[src/rtl/esp3_dfr_pkg.sv]
// ---------------------------------------------------------------------------
// esp3_dfr_pkg: shared definitions for the ESP3 radio frame deframer
// Frame constants, result status codes and the byte-wise CRC8 update.
// ---------------------------------------------------------------------------
package esp3_dfr_pkg;

    // Result status code carried with each frame result.
    typedef logic [2:0] t_status;

    localparam t_status ST_4BS_DATA  = 3'd0;
    localparam t_status ST_4BS_TEACH = 3'd1;
    localparam t_status ST_OTHER_ORG = 3'd2;
    localparam t_status ST_HDR_ERR   = 3'd3;
    localparam t_status ST_DATA_ERR  = 3'd4;

    localparam logic [7:0] SYNC_BYTE = 8'h55;
    localparam logic [7:0] ORG_4BS   = 8'hA5;
    localparam logic [7:0] CRC_POLY  = 8'h07;

    // One byte through the CRC8 (MSB first, no reflection, no final xor).
    function automatic logic [7:0] crc8_step(input logic [7:0] crc, input logic [7:0] b);
        logic [7:0] c;
        c = crc ^ b;
        for (int i = 0; i < 8; i++) begin
            if (c[7]) begin
                c = {c[6:0], 1'b0} ^ CRC_POLY;
            end else begin
                c = {c[6:0], 1'b0};
            end
        end
        return c;
    endfunction

endpackage

[src/rtl/esp3_radio_frame_deframer.sv]
// A result is registered: it appears in the output register in the cycle after the byte that ends a frame is accepted.
// One byte per cycle while the input is not held off; the parser state and the CRC8 update together for each byte.
// A byte is held off only while a result waits in the output register and is not taken.
// Reset (synchronous, active low) returns the parser to the sync hunt and clears all captures.
// ---------------------------------------------------------------------------
// esp3_radio_frame_deframer: ESP3 serial frame parser with CRC8 checks
// Hunts for the sync byte, checks header and data CRC8, captures the 4BS
// radio fields and the optional fields, and reports one result per frame.
// ---------------------------------------------------------------------------
module esp3_radio_frame_deframer (
    input  logic                  i_clk,
    input  logic                  i_rst_n,
    input  logic                  i_rx_valid,
    output logic                  o_rx_ready,
    input  logic [7:0]            i_rx_byte,
    output logic                  o_res_valid,
    input  logic                  i_res_ready,
    output esp3_dfr_pkg::t_status o_frame_status,
    output logic [7:0]            o_packet_type,
    output logic [7:0]            o_radio_org,
    output logic [31:0]           o_data_bytes,
    output logic [31:0]           o_sender_id,
    output logic [7:0]            o_telegram_status,
    output logic                  o_teach_in,
    output logic [7:0]            o_subtelegram_count,
    output logic [31:0]           o_destination_id,
    output logic [7:0]            o_rssi_dbm,
    output logic [7:0]            o_security_level
);
    import esp3_dfr_pkg::*;

    localparam logic [2:0] PH_HUNT   = 3'd0;
    localparam logic [2:0] PH_HEADER = 3'd1;
    localparam logic [2:0] PH_HCRC   = 3'd2;
    localparam logic [2:0] PH_BODY   = 3'd3;
    localparam logic [2:0] PH_DCRC   = 3'd4;

    logic [2:0]  r_phase,     n_phase;
    logic [16:0] r_offset,    n_offset;
    logic [15:0] r_len,       n_len;
    logic [7:0]  r_opt_len,   n_opt_len;
    logic [7:0]  r_type,      n_type;
    logic [7:0]  r_hcrc,      n_hcrc;
    logic [7:0]  r_dcrc,      n_dcrc;
    logic [7:0]  r_org,       n_org;
    logic [31:0] r_payload,   n_payload;
    logic [31:0] r_sender,    n_sender;
    logic [7:0]  r_tstat,     n_tstat;
    logic [55:0] r_optional,  n_optional;

    logic        r_res_valid;
    logic        emit;
    t_status     emit_status;
    logic        rx_accept;
    logic [16:0] total;
    logic [16:0] offset_inc;
    logic [16:0] opt_index;
    logic        in_optional;

    assign rx_accept  = i_rx_valid && o_rx_ready;
    assign o_rx_ready = !r_res_valid || i_res_ready;
    assign total      = {1'b0, r_len} + {9'd0, r_opt_len};
    assign offset_inc = r_offset + 17'd1;
    assign in_optional = r_offset >= {1'b0, r_len};
    assign opt_index  = r_offset - {1'b0, r_len};

    // Parser next state for the byte at the input.
    always_comb begin
        n_phase    = r_phase;
        n_offset   = r_offset;
        n_len      = r_len;
        n_opt_len  = r_opt_len;
        n_type     = r_type;
        n_hcrc     = r_hcrc;
        n_dcrc     = r_dcrc;
        n_org      = r_org;
        n_payload  = r_payload;
        n_sender   = r_sender;
        n_tstat    = r_tstat;
        n_optional = r_optional;
        emit        = 1'b0;
        emit_status = ST_OTHER_ORG;
        case (r_phase)
            PH_HEADER: begin
                n_hcrc = crc8_step(r_hcrc, i_rx_byte);
                case (r_offset[1:0])
                    2'd0:    n_len[15:8] = i_rx_byte;
                    2'd1:    n_len[7:0]  = i_rx_byte;
                    2'd2:    n_opt_len   = i_rx_byte;
                    default: n_type      = i_rx_byte;
                endcase
                if (r_offset >= 17'd3) begin
                    n_offset = '0;
                    n_phase  = PH_HCRC;
                end else begin
                    n_offset = offset_inc;
                end
            end
            PH_HCRC: begin
                if (i_rx_byte != r_hcrc) begin
                    n_phase     = PH_HUNT;
                    emit        = 1'b1;
                    emit_status = ST_HDR_ERR;
                end else begin
                    n_dcrc   = '0;
                    n_offset = '0;
                    n_phase  = (total == 17'd0) ? PH_DCRC : PH_BODY;
                end
            end
            PH_BODY: begin
                n_dcrc = crc8_step(r_dcrc, i_rx_byte);
                // Radio fields sit at fixed offsets from the start of the data.
                if (r_offset == 17'd0) begin
                    n_org = i_rx_byte;
                end
                for (int p = 0; p < 4; p++) begin
                    if (r_offset == 17'(4 - p)) begin
                        n_payload[8*p +: 8] = i_rx_byte;
                    end
                    if (r_offset == 17'(8 - p)) begin
                        n_sender[8*p +: 8] = i_rx_byte;
                    end
                end
                if (r_offset == 17'd9) begin
                    n_tstat = i_rx_byte;
                end
                // Optional bytes are counted from the end of the data part.
                for (int p = 0; p < 7; p++) begin
                    if (in_optional && opt_index == 17'(6 - p)) begin
                        n_optional[8*p +: 8] = i_rx_byte;
                    end
                end
                n_offset = offset_inc;
                if (offset_inc >= total) begin
                    n_phase = PH_DCRC;
                end
            end
            PH_DCRC: begin
                n_phase = PH_HUNT;
                emit    = 1'b1;
                if (i_rx_byte != r_dcrc) begin
                    emit_status = ST_DATA_ERR;
                end else if (r_org == ORG_4BS) begin
                    emit_status = r_payload[3] ? ST_4BS_DATA : ST_4BS_TEACH;
                end else begin
                    emit_status = ST_OTHER_ORG;
                end
            end
            default: begin
                // Sync hunt; a sync byte starts a frame with all captures cleared.
                if (i_rx_byte == SYNC_BYTE) begin
                    n_phase    = PH_HEADER;
                    n_offset   = '0;
                    n_len      = '0;
                    n_opt_len  = '0;
                    n_type     = '0;
                    n_hcrc     = '0;
                    n_dcrc     = '0;
                    n_org      = '0;
                    n_payload  = '0;
                    n_sender   = '0;
                    n_tstat    = '0;
                    n_optional = '0;
                end else begin
                    n_phase = PH_HUNT;
                end
            end
        endcase
    end

    // Parser state registers.
    always_ff @(posedge i_clk) begin
        if (!i_rst_n) begin
            r_phase    <= PH_HUNT;
            r_offset   <= '0;
            r_len      <= '0;
            r_opt_len  <= '0;
            r_type     <= '0;
            r_hcrc     <= '0;
            r_dcrc     <= '0;
            r_org      <= '0;
            r_payload  <= '0;
            r_sender   <= '0;
            r_tstat    <= '0;
            r_optional <= '0;
        end else if (rx_accept) begin
            r_phase    <= n_phase;
            r_offset   <= n_offset;
            r_len      <= n_len;
            r_opt_len  <= n_opt_len;
            r_type     <= n_type;
            r_hcrc     <= n_hcrc;
            r_dcrc     <= n_dcrc;
            r_org      <= n_org;
            r_payload  <= n_payload;
            r_sender   <= n_sender;
            r_tstat    <= n_tstat;
            r_optional <= n_optional;
        end
    end

    // Result valid flag: set by a finished frame, cleared when the word is taken.
    always_ff @(posedge i_clk) begin
        if (!i_rst_n) begin
            r_res_valid <= 1'b0;
        end else if (rx_accept && emit) begin
            r_res_valid <= 1'b1;
        end else if (i_res_ready) begin
            r_res_valid <= 1'b0;
        end
    end

    // Result payload register, loaded from the captures of the finished frame.
    always_ff @(posedge i_clk) begin
        if (rx_accept && emit) begin
            o_frame_status      <= emit_status;
            o_packet_type       <= r_type;
            o_radio_org         <= r_org;
            o_data_bytes        <= r_payload;
            o_sender_id         <= r_sender;
            o_telegram_status   <= r_tstat;
            o_teach_in          <= !r_payload[3];
            o_subtelegram_count <= r_optional[55:48];
            o_destination_id    <= r_optional[47:16];
            o_rssi_dbm          <= r_optional[15:8];
            o_security_level    <= r_optional[7:0];
        end
    end

    assign o_res_valid = r_res_valid;

`ifndef SYNTHESIS
    // A bad header CRC byte produces a header error result.
    a_hdr_err: assert property (@(posedge i_clk) disable iff (!i_rst_n)
        rx_accept && r_phase == PH_HCRC && i_rx_byte != r_hcrc
        |=> o_res_valid && o_frame_status == ST_HDR_ERR)
        else $error("header CRC error not reported");

    // The data CRC byte always ends the frame with a result.
    a_dcrc_emit: assert property (@(posedge i_clk) disable iff (!i_rst_n)
        rx_accept && r_phase == PH_DCRC |=> o_res_valid && r_phase == PH_HUNT)
        else $error("data CRC byte did not produce a result");

    // The body is only entered with a nonzero length, and stays within it.
    a_body_len: assert property (@(posedge i_clk) disable iff (!i_rst_n)
        r_phase == PH_BODY |-> total != 17'd0 && r_offset < total)
        else $error("body offset outside the frame length");

    // A presented result carries a defined status code.
    a_status: assert property (@(posedge i_clk) disable iff (!i_rst_n)
        o_res_valid |-> o_frame_status <= ST_DATA_ERR)
        else $error("undefined frame status");
`endif

endmodule
[config.mk]
export PLATFORM = sky130hd
export DESIGN_NAME = esp3_radio_frame_deframer
export DESIGN_NICKNAME = d
export VERILOG_FILES = /design/src/rtl/esp3_dfr_pkg.sv /design/src/rtl/esp3_radio_frame_deframer.sv
export SDC_FILE = /design/constraint.sdc
export NUM_CORES = 1
export LEC_CHECK = 0
export ABC_AREA = 1
export BUFFER_PORTS_ARGS = -buffer_cell sky130_fd_sc_hd__buf_2
export CAP_MARGIN = 20
export CORE_MARGIN = 2
export CORE_UTILIZATION = 50
export DETAILED_ROUTE_END_ITERATION = 8
export GPL_ROUTABILITY_DRIVEN = 0
export PLACE_DENSITY_LB_ADDON = 0.15
export SLEW_MARGIN = 5
export SYNTH_ARGS = -nofsm -noshare
export SYNTH_HDL_FRONTEND = slang
export SYNTH_SLANG_ARGS = --single-unit
export TNS_END_PERCENT = 20
[constraint.sdc]
create_clock -name i_clk -period 12 [get_ports i_clk]
set_input_delay 0.6 -clock i_clk [delete_from_list [all_inputs] [get_ports i_clk]]
set_output_delay 0.6 -clock i_clk [all_outputs]
set_load 0.01 [all_outputs]
Word-level counts from Yosys, hierarchy flattened

Index checks and enable logic that the tools add are counted.

$lt $le $gt $ge: 3
Reduce and logical (&&, ||, !) cells: 50
Add/subtract/negate cells: 3
Mux-type cells: 85
Bitwise logic cells: 22
Equality and inequality tests: 49

Operators with widths:

| operator                                                                             | number |
|---|---|
| 8-bit two-way mux                                                                    | 37 |
| 32-bit one-hot mux with 2 select lines                                               | 2 |
| 17-bit by 3-bit == test with 1-bit output, second input constant                     | 7 |
| 56-bit one-hot mux with 2 select lines                                               | 1 |
| 4-bit AND reduction                                                                  | 23 |
| 8-bit one-hot mux with 2 select lines                                                | 5 |
| 17-bit by 2-bit == test with 1-bit output, second input constant                     | 4 |
| 17-bit one-hot mux with 4 select lines                                               | 1 |
| 3-bit two-way mux                                                                    | 21 |
| 56-bit two-way mux                                                                   | 1 |
| 17-bit zero test                                                                     | 3 |
| 17-bit two-way mux                                                                   | 3 |
| 3-bit NOT                                                                            | 16 |
| 2-bit != test, second input constant                                                 | 21 |
| 17-bit by 1-bit == test with 1-bit output, second input constant                     | 2 |
| 17-bit by 4-bit == test with 1-bit output, second input constant                     | 2 |
| 32-bit two-way mux                                                                   | 1 |
| 16-bit one-hot mux with 2 select lines                                               | 1 |
| 8-bit one-hot mux with 3 select lines                                                | 1 |
| 16-bit by 8-bit adder with 17-bit output                                             | 1 |
| 17-bit by 1-bit adder with 17-bit output, second input constant                      | 1 |
| 17-bit by 16-bit greater-or-equal comparator with 1-bit output                       | 1 |
| 17-bit greater-or-equal comparator                                                   | 1 |
| 17-bit by 2-bit greater-or-equal comparator with 1-bit output, second input constant | 1 |
| 28 further kinds                                                                     | 55 |

Flip-flop bits (word level): 353
Word-level logic and storage cells: 249
Output and inout port bits: 150
Bits of input ports: 12

Depth between registers and ports, before layout

Gate-level depths: netlist of the first run.

Depth in word-level cells: 25
Gate-level depth with buffers: 22
Gate-level depth less buffers: 22

Worst setup path before layout of the first run

No wires, ideal clock.

Path kind: input to register
Start point: input i_rx_byte[2]
End point: register o_data_bytes[0], enable pin
Library setup time: 706 ps
Arrival time: 8299 ps
Path buffers: 0
Setup slack: 2995 ps
Stages on the path: 5
Data required time: 11294 ps
Path through: xnor2_1 -> ha_1 -> nand4_1 -> nand2_1 -> a21oi_1

Word-level cells in the longest chain between the ends: 4

Ends and longest elaborated chain:

| item                                  | RTL line                         | text |
|---|---|---|
| start: declaration                    | esp3_radio_frame_deframer.sv:15  | `input logic [7:0] i_rx_byte,` |
| 8-bit != test                         | esp3_radio_frame_deframer.sv:100 | `if (i_rx_byte != r_hcrc) begin` |
| 1-bit two-way mux                     | esp3_radio_frame_deframer.sv:100 |  |
| 1-bit one-hot mux with 2 select lines | esp3_radio_frame_deframer.sv:83  | `case (r_phase)` |
| 1-bit logical AND                     | esp3_radio_frame_deframer.sv:215 | `if (rx_accept && emit) begin` |
| end signal: assignment                | esp3_radio_frame_deframer.sv:219 | `o_data_bytes <= r_payload;` |
| end: declaration                      | esp3_radio_frame_deframer.sv:21  | `output logic [31:0] o_data_bytes,` |

Every way passes these cells.
A chain may end at the register's enable or synchronous reset.

Worst setup path in the final report of the first run

Start point: register r_phase[1]
End point: register r_org[1]

Word-level cells in the longest chain between the ends: 4
Elaborated cells between the ends (all ways): 10
Those cells by class: eq/ne (5); mux (1); bitwise (1); reduce/logical (3)

Ends and longest elaborated chain:

| item                                        | RTL line                         | text |
|---|---|---|
| start: declaration                          | esp3_radio_frame_deframer.sv:38  | `logic [2:0] r_phase, n_phase;` |
| start signal: assignment                    | esp3_radio_frame_deframer.sv:187 | `r_phase <= n_phase;` |
| 3-bit == test, or another cell as far along | esp3_radio_frame_deframer.sv:83  |  |
| 3-bit OR reduction (no source line)         | n/a                              |  |
| 1-bit NOT (no source line)                  | n/a                              |  |
| 4-bit AND reduction (no source line)        | n/a                              |  |
| end signal: assignment                      | esp3_radio_frame_deframer.sv:194 | `r_org <= n_org;` |
| end: declaration                            | esp3_radio_frame_deframer.sv:45  | `logic [7:0] r_org, n_org;` |

Several ways; a longest one is shown, not always the timed one.

==> reports/qor.yml, run 1 <==
run_status:
  status: "finished clean"
setup_path:
  timing.critical_path.required_ps: 12410
  crit_arrival_ps: 4210
  cp-start-kind: "flip-flop"
  worstPathCellList: "inv_2 > nor2_4 > inv_2 > nor2_4 > inv_2 > nand2_1 > o21ai_2 > nor2_4 > buf_4 > buf_4 > nand2_1 > o21ai_0 > nor2_1"
  r2r-start: "r_phase[1]$_SDFFE_PN0P_"
  r2r_slack_ps: 8210
  path_class: "reg -> reg"
  critical_r2r_capture: "r_org[1]$_SDFFE_PN0P_"
  cp_top_delay_family: "buffers and inverters"
  worst-r2r-cell-count: 13
  crit_fanout: 84
  critical_path_depth: 13
  critPathCaptureType: "flip-flop"
  timing.critical_path.slowest_cell_delay_ps: 750
  path_buf_inv: 5
  critPathSlowestCell: "sky130_fd_sc_hd__buf_4"
cells_and_area:
  postLayoutCoreUtil: 0.585
  num_antenna_cells: 0
  final_net_count: 1982
  syn2layout_area_growth_pct: 15.0
  final_layout_size_suffix_gt1_frac: 0.138
timing:
  maximum_clock_frequency_mhz: 264
  grt_setup_unrepaired: "false"
  min_period_ps: 3790
  setup-violations-final: 0
  final_hold_viol_count: 0
  finalHoldWorstSlack_ps: 391
  fin_crit_sh: 0.316
  setup-tns-final_ps: 0
  tightestPinTransition_ps: 1040
  slew-limit-headroom: 0.308
  final_max_slew_viol_count: 0
  finalClockSkew_ps: 17.4
clocking:
  tritoncts: "yes"
  cts_buffers: 37
  cts_root_buf: "sky130_fd_sc_hd__clkbuf_16"
  cts_htree_levels: 2
  numClockSinks: 353
  clock_latency_ps: 530
  postCtsHoldBufs: 0
  clk_path_buf_depth: 3
  post_cts_resize_count: 0
  clkSlewWorstSetupHoldPaths_ps: 60
  cts_post_setup_buffers_inserted: 0
synthesis:
  synth_edf_count: 148
  synth_area_leaders: "sky130_fd_sc_hd__edfxtp_1, sky130_fd_sc_hd__dfxtp_1, sky130_fd_sc_hd__nand2_1, sky130_fd_sc_hd__a21oi_1, sky130_fd_sc_hd__ha_1"
  netlist_top_cells_count: "sky130_fd_sc_hd__nand2_1, sky130_fd_sc_hd__a21oi_1, sky130_fd_sc_hd__dfxtp_1, sky130_fd_sc_hd__inv_1, sky130_fd_sc_hd__nor2_1"
  yosys.area.top_type_share: 0.284
  yosysWarningCount: 0
  ys_ff_latch: 353
  synth-seq-area-share: 0.546
  yosysUniqueCellTypes: 43
  yosys_most_used_dff: "sky130_fd_sc_hd__dfxtp_1"
  yosysTopAreaCell: "sky130_fd_sc_hd__edfxtp_1"
  average_cell_area_after_synthesis_um2: 8.82
  mappedNetlistArea_um2: 15700
  postSynth.asyncResetShare: 0
  syn_nets: 1842
  synthMostInstantiatedCell: "sky130_fd_sc_hd__nand2_1"
  netlist_instances: 1776
die:
  floorplan.die.height_um: 181
  core_region_area_um2: 30700
  design.die.area_um2: 32700
  row_count: 64
  die-width_um: 181
  io_pins: 162
  initial_utilization: 0.509
hold_path:
  hold_start: "i_res_ready"
  min-delay-path-class: "in -> reg"
  hold_path_depth: 4
  whs_endpoint: "o_res_valid$_SDFFE_PN0P_"
drt:
  drt-total-wl_mm: 38.5
  drtIter0Drc: 972
  route.detailed.vias_per_inst: 5.33
  post-route-drc-count: 0
  wire_per_inst_um: 16.4
  antenna_left: 0
  via_count_of_the_routed_design: 12500
  detail_route.first_pass.iterations: 6
power_and_ir_drop:
  combinationalPowerShare: 0.119
  pwr-share-clk: 0.418
  total_leakage_power_nw: 7.45
  max-vdd-ir-drop_uv: 131
  power_switching_share: 0.253
  p_seq_frac: 0.463
  p_int_w: 0.00219
  switching_power_w: 0.000740
  power_dens_cells_nw_per_um2: 163
place:
  dp_hpwl_mm: 27.0
  placement.io_buffers: 161
run:
  max_cap_violations: 0
global_routing:
  grt_max_degree: 109
  grt_util_all_layers: 0.233
  global_route.overflow_total: 0
  first_global_vias: 11600
  global_route_wire_length_before_repair_mm: 61.4
  grt_antenna_before_repair: 2
[final cells by class]
class | count | area, um^2
fillers | 2739 | 12700
flip-flops and latches | 353 | 8550
multi-input cells | 1174 | 6060
clock buffers | 49 | 1070
repair buffers | 170 | 896
inverters | 180 | 676
well taps | 396 | 495
clock inverters | 19 | 259
[metal layers]
layer  wire length, um  share of wire  GRT usage  vias to the layer above
li1                  -              -          -                     6227
met1             17500           0.45      0.330                     5794
met2             17000           0.44      0.363                      388
met3              2940          0.076     0.0458                       64
met4              1050          0.027     0.0741                        0
met5                 0              0          0                        -
[power groups by stage]
stage	Clock, W	Sequential, W	Combinational, W
5_1_grt	0.00129	0.00136	0.000394
3_3_place_gp	0	0.00138	0.000336
2_1_floorplan	0	0.00140	0.000238
6_report	0.00123	0.00136	0.000347
4_1_cts	0.00125	0.00136	0.000345
3_5_place_dp	0	0.00138	0.000343
[cells by family after synthesis]
kind of cell / after synthesis / synth area share
compound gates: 366 / 0.120
xor+xnor: 52 / 0.0291
fa+ha+maj: 54 / 0.0441
buf+inv: 249 / 0.0680
flops: 353 / 0.546
simple gates: 702 / 0.193
[flip-flops by register name (all words and copies together), names as in the netlist, 3 cells and up]
signal / cells
r_sender: 32
o_packet_type: 8
r_optional: 56
o_frame_status: 3
r_phase: 3
o_destination_id: 32
o_radio_org: 8
r_offset: 17
o_subtelegram_count: 8
o_security_level: 8
r_opt_len: 8
r_len: 16
o_rssi_dbm: 8
o_telegram_status: 8
r_payload: 32
o_sender_id: 32
r_hcrc: 8
o_data_bytes: 32
r_tstat: 8
r_type: 8
r_dcrc: 8
r_org: 8
[worst max-delay path by stage]
stage                                       start                          to  slack (ps)
final                     r_phase[1]$_SDFFE_PN0P_       r_org[1]$_SDFFE_PN0P_        8210
after global routing      r_phase[1]$_SDFFE_PN0P_       r_org[0]$_SDFFE_PN0P_        7810
after CTS                 r_phase[1]$_SDFFE_PN0P_       r_org[1]$_SDFFE_PN0P_        8250
after detailed placement             i_rx_byte[2]  o_packet_type[0]$_DFFE_PP_        8140
after global placement               i_rx_byte[2]  o_packet_type[0]$_DFFE_PP_        8220
after floorplan                      i_rx_byte[2]   o_data_bytes[0]$_DFFE_PP_        2990
[stage by stage]
step           total power [W]  worst slack [ps]  instance area, um^2  instances
2_1_floorplan          0.00164              2990                15700       1776
3_3_place_gp           0.00172              8220                16600       2271
3_5_place_dp           0.00173              8140                16600       2271
4_1_cts                0.00295              8250                18000       2339
5_1_grt                0.00305              7810                18000       2341
6_report               0.00293              8210                18000       2341
[cell usage in the layout (no fill, tap or decap), types with 20 or more instances in the layout]
cell type,netlist,final
sky130_fd_sc_hd__xor2_1,26,26
sky130_fd_sc_hd__xnor2_1,26,26
sky130_fd_sc_hd__inv_1,171,171
sky130_fd_sc_hd__buf_2,29,160
sky130_fd_sc_hd__nand2_1,331,331
sky130_fd_sc_hd__a21oi_1,223,222
sky130_fd_sc_hd__o21ai_0,117,117
sky130_fd_sc_hd__nand3_1,130,130
sky130_fd_sc_hd__nand4_1,20,20
sky130_fd_sc_hd__edfxtp_1,148,148
sky130_fd_sc_hd__ha_1,52,52
sky130_fd_sc_hd__dfxtp_1,205,205
sky130_fd_sc_hd__clkbuf_16,0,39
sky130_fd_sc_hd__nor2_1,161,161
[worst reg2reg max path, delay by kind of cell (launching register included)]
kind	cells	cell delay, ps
simple gates	6	1230
buf+inv	5	1720
compound gates	2	370
flops	1	360
(Power assumes the default switching activity.)
==> run 2: changes to the inputs <==
==> constraint.sdc (replaced) <==
create_clock -name i_clk -period 3.6 [get_ports i_clk]
set_input_delay 0.18 -clock i_clk [delete_from_list [all_inputs] [get_ports i_clk]]
set_output_delay 0.18 -clock i_clk [all_outputs]
set_load 0.01 [all_outputs]
==> run 2 against run 1 <==
Power grew to 3.3 times the previous value; first-iteration DRC count is 9.1% higher; clock skew is 17 ps higher; combinational power grew to 3.4 times the previous value; register-to-register slack worse by 7800 ps; sequential cell count stayed put.
==> reports/qor.yml, run 2 (synthesized netlist as in run 1, its figures left out) <==
setup_path:
  timing.critical_path.required_ps: 4010  # -8400 ps
  worstPathCellList: "ha_1 > fa_1 > nand3_1 > nand2_1 > nand2_1 > nand2_1 > nand3_1 > nand2_1 > ha_1 > nand2_1 > inv_1 > o21ai_0 > a21oi_1 > nor2_1 > nand4_1 > o21bai_2 > a21oi_1 > nand2_1 > inv_1"
  path_class: "reg -> reg"
  critical_r2r_capture: "r_phase[2]$_SDFFE_PN0P_"
  critPathCaptureType: "flip-flop"
  r2r-start: "r_len[0]$_SDFFE_PN0P_"
  cp-start-kind: "flip-flop"
  crit_top_cell: "sky130_fd_sc_hd__nand2_1"
  setup.worst_path.start: "r_len[0]$_SDFFE_PN0P_"
  crit_fanout: 6  # -93%
  worst-r2r-cell-count: 19  # +6
  path_buf_inv: 2  # -3
  critPathSlowestCell: "sky130_fd_sc_hd__fa_1"
  r2r_slack_ps: 360  # -7840 ps
  critical_path_depth: 19  # +6
  crit_arrival_ps: 3640  # -570 ps
  timing.critical_path.slowest_cell_delay_ps: 410  # -340 ps
  cp_top_delay_family: "simple AND/OR/NAND/NOR gates"
  worst_setup_path_endpoint: "r_phase[2]$_SDFFE_PN0P_"
timing:
  maximum_clock_frequency_mhz: 309  # +17%
  finalClockSkew_ps: 34.2  # +16.8 ps
  fin_crit_sh: 0.899  # +0.583
  slew-limit-headroom: 0.485  # +0.177
  grt_setup_unrepaired: "false"
  final_max_slew_viol_count: 0  # unchanged
  min_period_ps: 3240  # -559 ps
  setup-violations-final: 0  # unchanged
  final_hold_viol_count: 0  # unchanged
  tightestPinTransition_ps: 768  # -270 ps
drt:
  via_count_of_the_routed_design: 12600  # +1.1%
  post-route-drc-count: 0  # unchanged
  drtIter0Drc: 1060  # +9.1%
  drt-total-wl_mm: 39.4  # +2.5%
  detail_route.first_pass.iterations: 5  # -1
  route.detailed.vias_per_inst: 5.34  # +0.28%
  wire_per_inst_um: 16.7  # +1.7%
  antenna_left: 0  # unchanged
place:
  placement.cell_area_um2: 16800  # +1.2%
  placement.io_buffers: 161  # unchanged
  placed_cells: 2285  # +0.62%
  dp_hpwl_mm: 27.2  # +0.71%
global_routing:
  global_route.overflow_total: 0  # unchanged
  first_global_vias: 11600  # +0.79%
  grt_max_degree: 116  # +6.4%
  global_route.peak_usage_layer: "met2"
  global_route_wire_length_before_repair_mm: 62.6  # +2.0%
  grt_util_all_layers: 0.239  # +0.00593
  met2_usage: 0.384  # +0.0208
  globalRouteMet1Util: 0.339  # +0.00967
  globalRouteMet3Util: 0.0373  # -0.00847
  grt_antenna_before_repair: 1  # -1
die:
  die-width_um: 181  # unchanged
  floorplan.die.height_um: 181  # unchanged
  design.die.area_um2: 32700  # unchanged
  core_region_area_um2: 30700  # unchanged
  initial_utilization: 0.509  # unchanged
  row_count: 64  # unchanged
  io_pins: 162  # unchanged
cells_and_area:
  num_antenna_cells: 0  # unchanged
  largest_reg_flops: 56  # unchanged
  syn2layout_area_growth_pct: 16.2
  layout_common_cells: "sky130_fd_sc_hd__nand2_1, sky130_fd_sc_hd__a21oi_1, sky130_fd_sc_hd__dfxtp_1, sky130_fd_sc_hd__inv_1"
  registers.top_by_ff_count: "r_optional"
  stdcell_area_um2: 18200  # +1.0%
  postLayoutCoreUtil: 0.592  # +0.00614
  final_layout_size_suffix_gt1_frac: 0.151  # +0.0130
  most_common_cell_after_layout_fill_and_taps_aside: "sky130_fd_sc_hd__nand2_1"
  final_net_count: 1999  # +0.86%
  fin_cells: 2359  # +0.77%
run:
  max_cap_violations: 0  # unchanged
power_and_ir_drop:
  power_dens_cells_nw_per_um2: 535  # +230%
  max-vdd-ir-drop_uv: 386  # +190%
  total_leakage_power_nw: 7.54  # +1.1%
clocking:
  tritoncts: "yes"
  cts_root_buf: "sky130_fd_sc_hd__clkbuf_16"
  clock_latency_ps: 540  # about the same
  clkSlewWorstSetupHoldPaths_ps: 60  # about the same
  cts_htree_levels: 2  # unchanged
  cts_buffers: 38  # +2.7%
  numClockSinks: 353  # unchanged
  clk_path_buf_depth: 3  # unchanged
hold_path:
  min-delay-path-class: "in -> reg"
run_status:
  status: "finished clean"
run 2: cell types whose count changed in the layout (fill, tap and decap cells not counted), moves of 4 or more:
cell / delta
sky130_fd_sc_hd__buf_4: +13
sky130_fd_sc_hd__xnor2_1: -5
sky130_fd_sc_hd__xnor2_2: +5
sky130_fd_sc_hd__clkbuf_8: -4
sky130_fd_sc_hd__dfxtp_1: -4
sky130_fd_sc_hd__dfxtp_2: +4
run 2: report_power, final:
group / total (W) / internal (W) / switching, W / leakage (nW)
Sequential: 0.00453 / 0.00442 / 0.000105 / 3.05
Combinational: 0.00118 / 0.000397 / 0.000780 / 3.84
Clock: 0.00404 / 0.00245 / 0.00159 / 0.642
Total: 0.00974 / 0.00726 / 0.00248 / 7.54
run 2: repair_timing:
action,in CTS,in global routing
hold endpoints to repair,1,0
setup buffers,0,0
gates resized for setup,0,5
hold buffers,1,0
setup endpoints to repair,0,3
run 2: how the worst min path moves through the flow:
stage | start | endpoint | cells past startpoint | slack, ps
6_report | i_rx_byte[4] | r_hcrc[4]$_SDFFE_PN0P_ | 5 | 220
5_1_grt | i_rx_byte[6] | r_hcrc[6]$_SDFFE_PN0P_ | 5 | 250
4_1_cts | i_rx_byte[6] | r_hcrc[6]$_SDFFE_PN0P_ | 5 | 190
3_5_place_dp | r_sender[26]$_SDFFE_PN0P_ | o_sender_id[26]$_DFFE_PP_ | 0 | 410
3_3_place_gp | r_payload[1]$_SDFFE_PN0P_ | o_data_bytes[1]$_DFFE_PP_ | 0 | 410
2_1_floorplan | r_payload[0]$_SDFFE_PN0P_ | o_data_bytes[0]$_DFFE_PP_ | 0 | 400
run 2: worst register-to-register path, delay by kind of cell (launching register included):
| kind | cells | cell delay (ps) |
|---|---|---|
| simple gates | 10 | 1050 |
| buf+inv | 2 | 80 |
| fa+ha+maj | 3 | 1000 |
| compound gates | 4 | 670 |
| flops | 1 | 350 |
run 2: cell type report:
type | count | area, um^2
Clock buffer | 49 | 1050
Multi-Input combinational cell | 1174 | 6120
Inverter | 180 | 676
Clock inverter | 21 | 258
Fill cell | 2698 | 12600
Timing Repair Buffer | 186 | 1040
Sequential cell | 353 | 8550
Tap cell | 396 | 495
run 2: through the flow:
stage / setup TNS [ps] / total power [W] / hold slack (ps) / setup slack, ps
floorplan: -29420 / 0.00544 / 403 / -198
global placement: 0 / 0.00574 / 407 / 311
detailed placement: 0 / 0.00577 / 410 / 183
CTS: 0 / 0.00980 / 192 / 135
global route: 0 / 0.0101 / 246 / 22.1
finish: 0 / 0.00974 / 216 / 364
run 2: per-layer routing:
metal,routed length [um],up-vias
met1,18100,5844
met2,17900,432
met5,0,-
li1,-,6271
met3,2620,57
met4,835,0
==> run 3: changes to the inputs <==
--- a/config.mk
+++ b/config.mk
@@ -9,7 +9,8 @@
 export BUFFER_PORTS_ARGS = -buffer_cell sky130_fd_sc_hd__buf_2
 export CAP_MARGIN = 20
 export CORE_MARGIN = 2
-export CORE_UTILIZATION = 50
+export CORE_UTILIZATION = 40
+export CTS_BUF_LIST = sky130_fd_sc_hd__clkbuf_4 sky130_fd_sc_hd__clkbuf_8 sky130_fd_sc_hd__clkbuf_16
 export DETAILED_ROUTE_END_ITERATION = 8
 export GPL_ROUTABILITY_DRIVEN = 0
 export PLACE_DENSITY_LB_ADDON = 0.15
==> run 3 against run 2 <==
Clock skew decreased by 9.0 ps; design area increased by 0.53%; utilization decreased by 12 points; sequential power about the same; clock power decreased by 4%; die area increased by 24%; count of clock-buffer cells in the layout increased by 6; register-to-register slack about the same; hold slack got worse by 7.2 ps; critical endpoint unchanged.
==> reports/qor.yml, run 3 (synthesized netlist as in run 1, its figures left out) <==
die:
  io_pins: 162  # unchanged
  core_region_area_um2: 38600  # +26%
  row_count: 72  # +13%
  design.die.area_um2: 40700  # +24%
  die-width_um: 202  # +12%
  initial_utilization: 0.405  # -0.104
  floorplan.die.height_um: 202  # +12%
clocking:
  clk_path_buf_depth: 3  # unchanged
  clkSlewWorstSetupHoldPaths_ps: 60  # about the same
  numClockSinks: 353  # unchanged
  cts_root_buf: "sky130_fd_sc_hd__clkbuf_16"
  cts_post_setup_buffers_inserted: 0  # unchanged
  cts_buffers: 38  # unchanged
  tritoncts: "yes"
  cts_htree_levels: 2  # unchanged
  clock_latency_ps: 540  # about the same
setup_path:
  r2r_slack_ps: 380  # about the same
  path_buf_inv: 2  # unchanged
  critical_path_depth: 17  # -2
  cp-start-kind: "flip-flop"
  critPathSlowestCell: "sky130_fd_sc_hd__dfxtp_1"
  worstPathCellList: "ha_1 > nand2_1 > nor2_1 > nand3_1 > nor2_2 > inv_1 > nor2_1 > xor2_1 > ha_1 > a21oi_1 > o21ai_0 > nor2_1 > nand4_1 > o21bai_4 > a21oi_1 > nand2_1 > inv_1"
  worst-r2r-cell-count: 17  # -2
  crit_top_cell: "sky130_fd_sc_hd__nor2_1"
  timing.critical_path.slowest_cell_delay_ps: 460  # +50 ps
  critPathCaptureType: "flip-flop"
  cp_top_delay_family: "simple AND/OR/NAND/NOR gates"
  timing.critical_path.required_ps: 4030  # +20 ps
  crit_fanout: 7  # +1
  crit_arrival_ps: 3650  # about the same
  path_class: "reg -> reg"
run_status:
  status: "finished clean"
cells_and_area:
  num_antenna_cells: 0  # unchanged
  largest_reg_flops: 56  # unchanged
  postLayoutCoreUtil: 0.473  # -0.118
  layout_common_cells: "sky130_fd_sc_hd__nand2_1, sky130_fd_sc_hd__a21oi_1, sky130_fd_sc_hd__dfxtp_1, sky130_fd_sc_hd__inv_1"
  fillers: 3678  # +36%
  registers.top_by_ff_count: "r_optional"
  flip_flop_and_latch_area_um2: 8550  # about the same
  final_net_count: 1997  # -0.10%
  fin_cells: 2478  # +5.0%
  most_common_cell_after_layout_fill_and_taps_aside: "sky130_fd_sc_hd__nand2_1"
  syn2layout_area_growth_pct: 16.8
  multi_input_area_um2: 6130  # +0.12%
  final_layout_size_suffix_gt1_frac: 0.153  # +0.00125
global_routing:
  first_global_vias: 11700  # +0.72%
  grt_util_all_layers: 0.202  # -0.0372
  global_route_wire_length_before_repair_mm: 65.0  # +3.8%
  global_route.overflow_total: 0  # unchanged
  grt_antenna_before_repair: 0  # -1
  grt_max_degree: 101  # -13%
drt:
  route.detailed.vias_per_inst: 5.03  # -5.9%
  via_count_of_the_routed_design: 12500  # -1.1%
  detail_route.first_pass.iterations: 5  # unchanged
  wire_per_inst_um: 16.7  # -0.37%
  drtIter0Drc: 861  # -19%
  post-route-drc-count: 0  # unchanged
  antenna_left: 0  # unchanged
  drt-total-wl_mm: 41.3  # +4.7%
place:
  dp_hpwl_mm: 29.2  # +7.5%
  placement.io_buffers: 161  # unchanged
  placed_cells: 2407  # +5.3%
power_and_ir_drop:
  total_leakage_power_nw: 7.52  # -0.24%
  max-vdd-ir-drop_uv: 314  # -19%
  total_power_w: 0.00958  # -1.6%
  power_dens_cells_nw_per_um2: 524  # -2.1%
timing:
  slew-limit-headroom: 0.332  # -0.153
  min_period_ps: 3220  # -11.9 ps
  setup-tns-final_ps: 0  # unchanged
  tightestPinTransition_ps: 996  # +228 ps
  final_hold_viol_count: 0  # unchanged
  fin_crit_sh: 0.895  # -0.00332
  maximum_clock_frequency_mhz: 310  # +0.37%
  final_max_slew_viol_count: 0  # unchanged
  finalClockSkew_ps: 25.3  # -8.95 ps
  setup-violations-final: 0  # unchanged
hold_path:
  hold_path_depth: 5  # unchanged
  min-delay-path-class: "in -> reg"
run:
  max_cap_violations: 0  # unchanged
run 3: cell types whose count changed in the layout (fill, tap and decap cells not counted), moves of 2 or more:
cell	change
sky130_fd_sc_hd__clkbuf_8	+2
sky130_fd_sc_hd__clkbuf_1	-7
sky130_fd_sc_hd__clkinv_2	-3
sky130_fd_sc_hd__bufinv_16	-3
sky130_fd_sc_hd__buf_4	-4
sky130_fd_sc_hd__clkbuf_4	+12
sky130_fd_sc_hd__clkinv_8	-2
run 3: per-stage QoR:
| stage | hold slack [ps] | setup WS (ps) | instance area (um^2) |
|---|---|---|---|
| 4_1_cts | 185 | 136 | 18300 |
| 5_1_grt | 229 | -4.71 | 18300 |
| 3_5_place_dp | 411 | 149 | 17000 |
| 2_1_floorplan | 403 | -198 | 15700 |
| 3_3_place_gp | 409 | 336 | 17000 |
| 6_report | 209 | 376 | 18300 |
run 3: area by class of cell:
cell class,count,share of cell area
tap,518,0.0354
inverter,180,0.0369
sequential,353,0.468
timing repair buffer,184,0.0566
clock inverter,14,0.00705
multi-input combinational,1174,0.335
clock buffer,55,0.0613
run 3: worst paths after layout:
check                                start                         end
hold reg to reg     r_type[2]$_SDFFE_PN0P_  o_packet_type[2]$_DFFE_PP_
setup / recovery  r_offset[0]$_SDFFE_PN0P_     r_phase[2]$_SDFFE_PN0P_
setup reg to reg  r_offset[0]$_SDFFE_PN0P_     r_phase[2]$_SDFFE_PN0P_
hold / removal                i_rx_byte[6]      r_hcrc[6]$_SDFFE_PN0P_
run 3: per-layer routing:
| metal | GRT usage | wire length (um) |
|---|---|---|
| met1 | 0.282 | 19100 |
| met2 | 0.320 | 18600 |
| met3 | 0.0305 | 2320 |
| met4 | 0.0709 | 1250 |
| met5 | 0 | 0 |
run 3: report_power, final:
group / total [W] / internal (W) / switching (W)
Clock: 0.00388 / 0.00232 / 0.00156
Sequential: 0.00452 / 0.00442 / 0.000105
Combinational: 0.00118 / 0.000401 / 0.000782
Total: 0.00958 / 0.00714 / 0.00245
run 3: what timing repair did:
action	4_1_cts	5_1_grt
setup endpoints to repair	0	3
resized for setup	0	5
endpoints found under the hold margin	17	0
hold buffers	2	0
run 3: worst register-to-register path, delay by kind of cell (launching register included):
kind,cells,cell delay (ps)
simple gates,8,1140
xor+xnor,1,250
fa+ha+maj,2,590
compound gates,4,570
flops,1,460
buf+inv,2,120
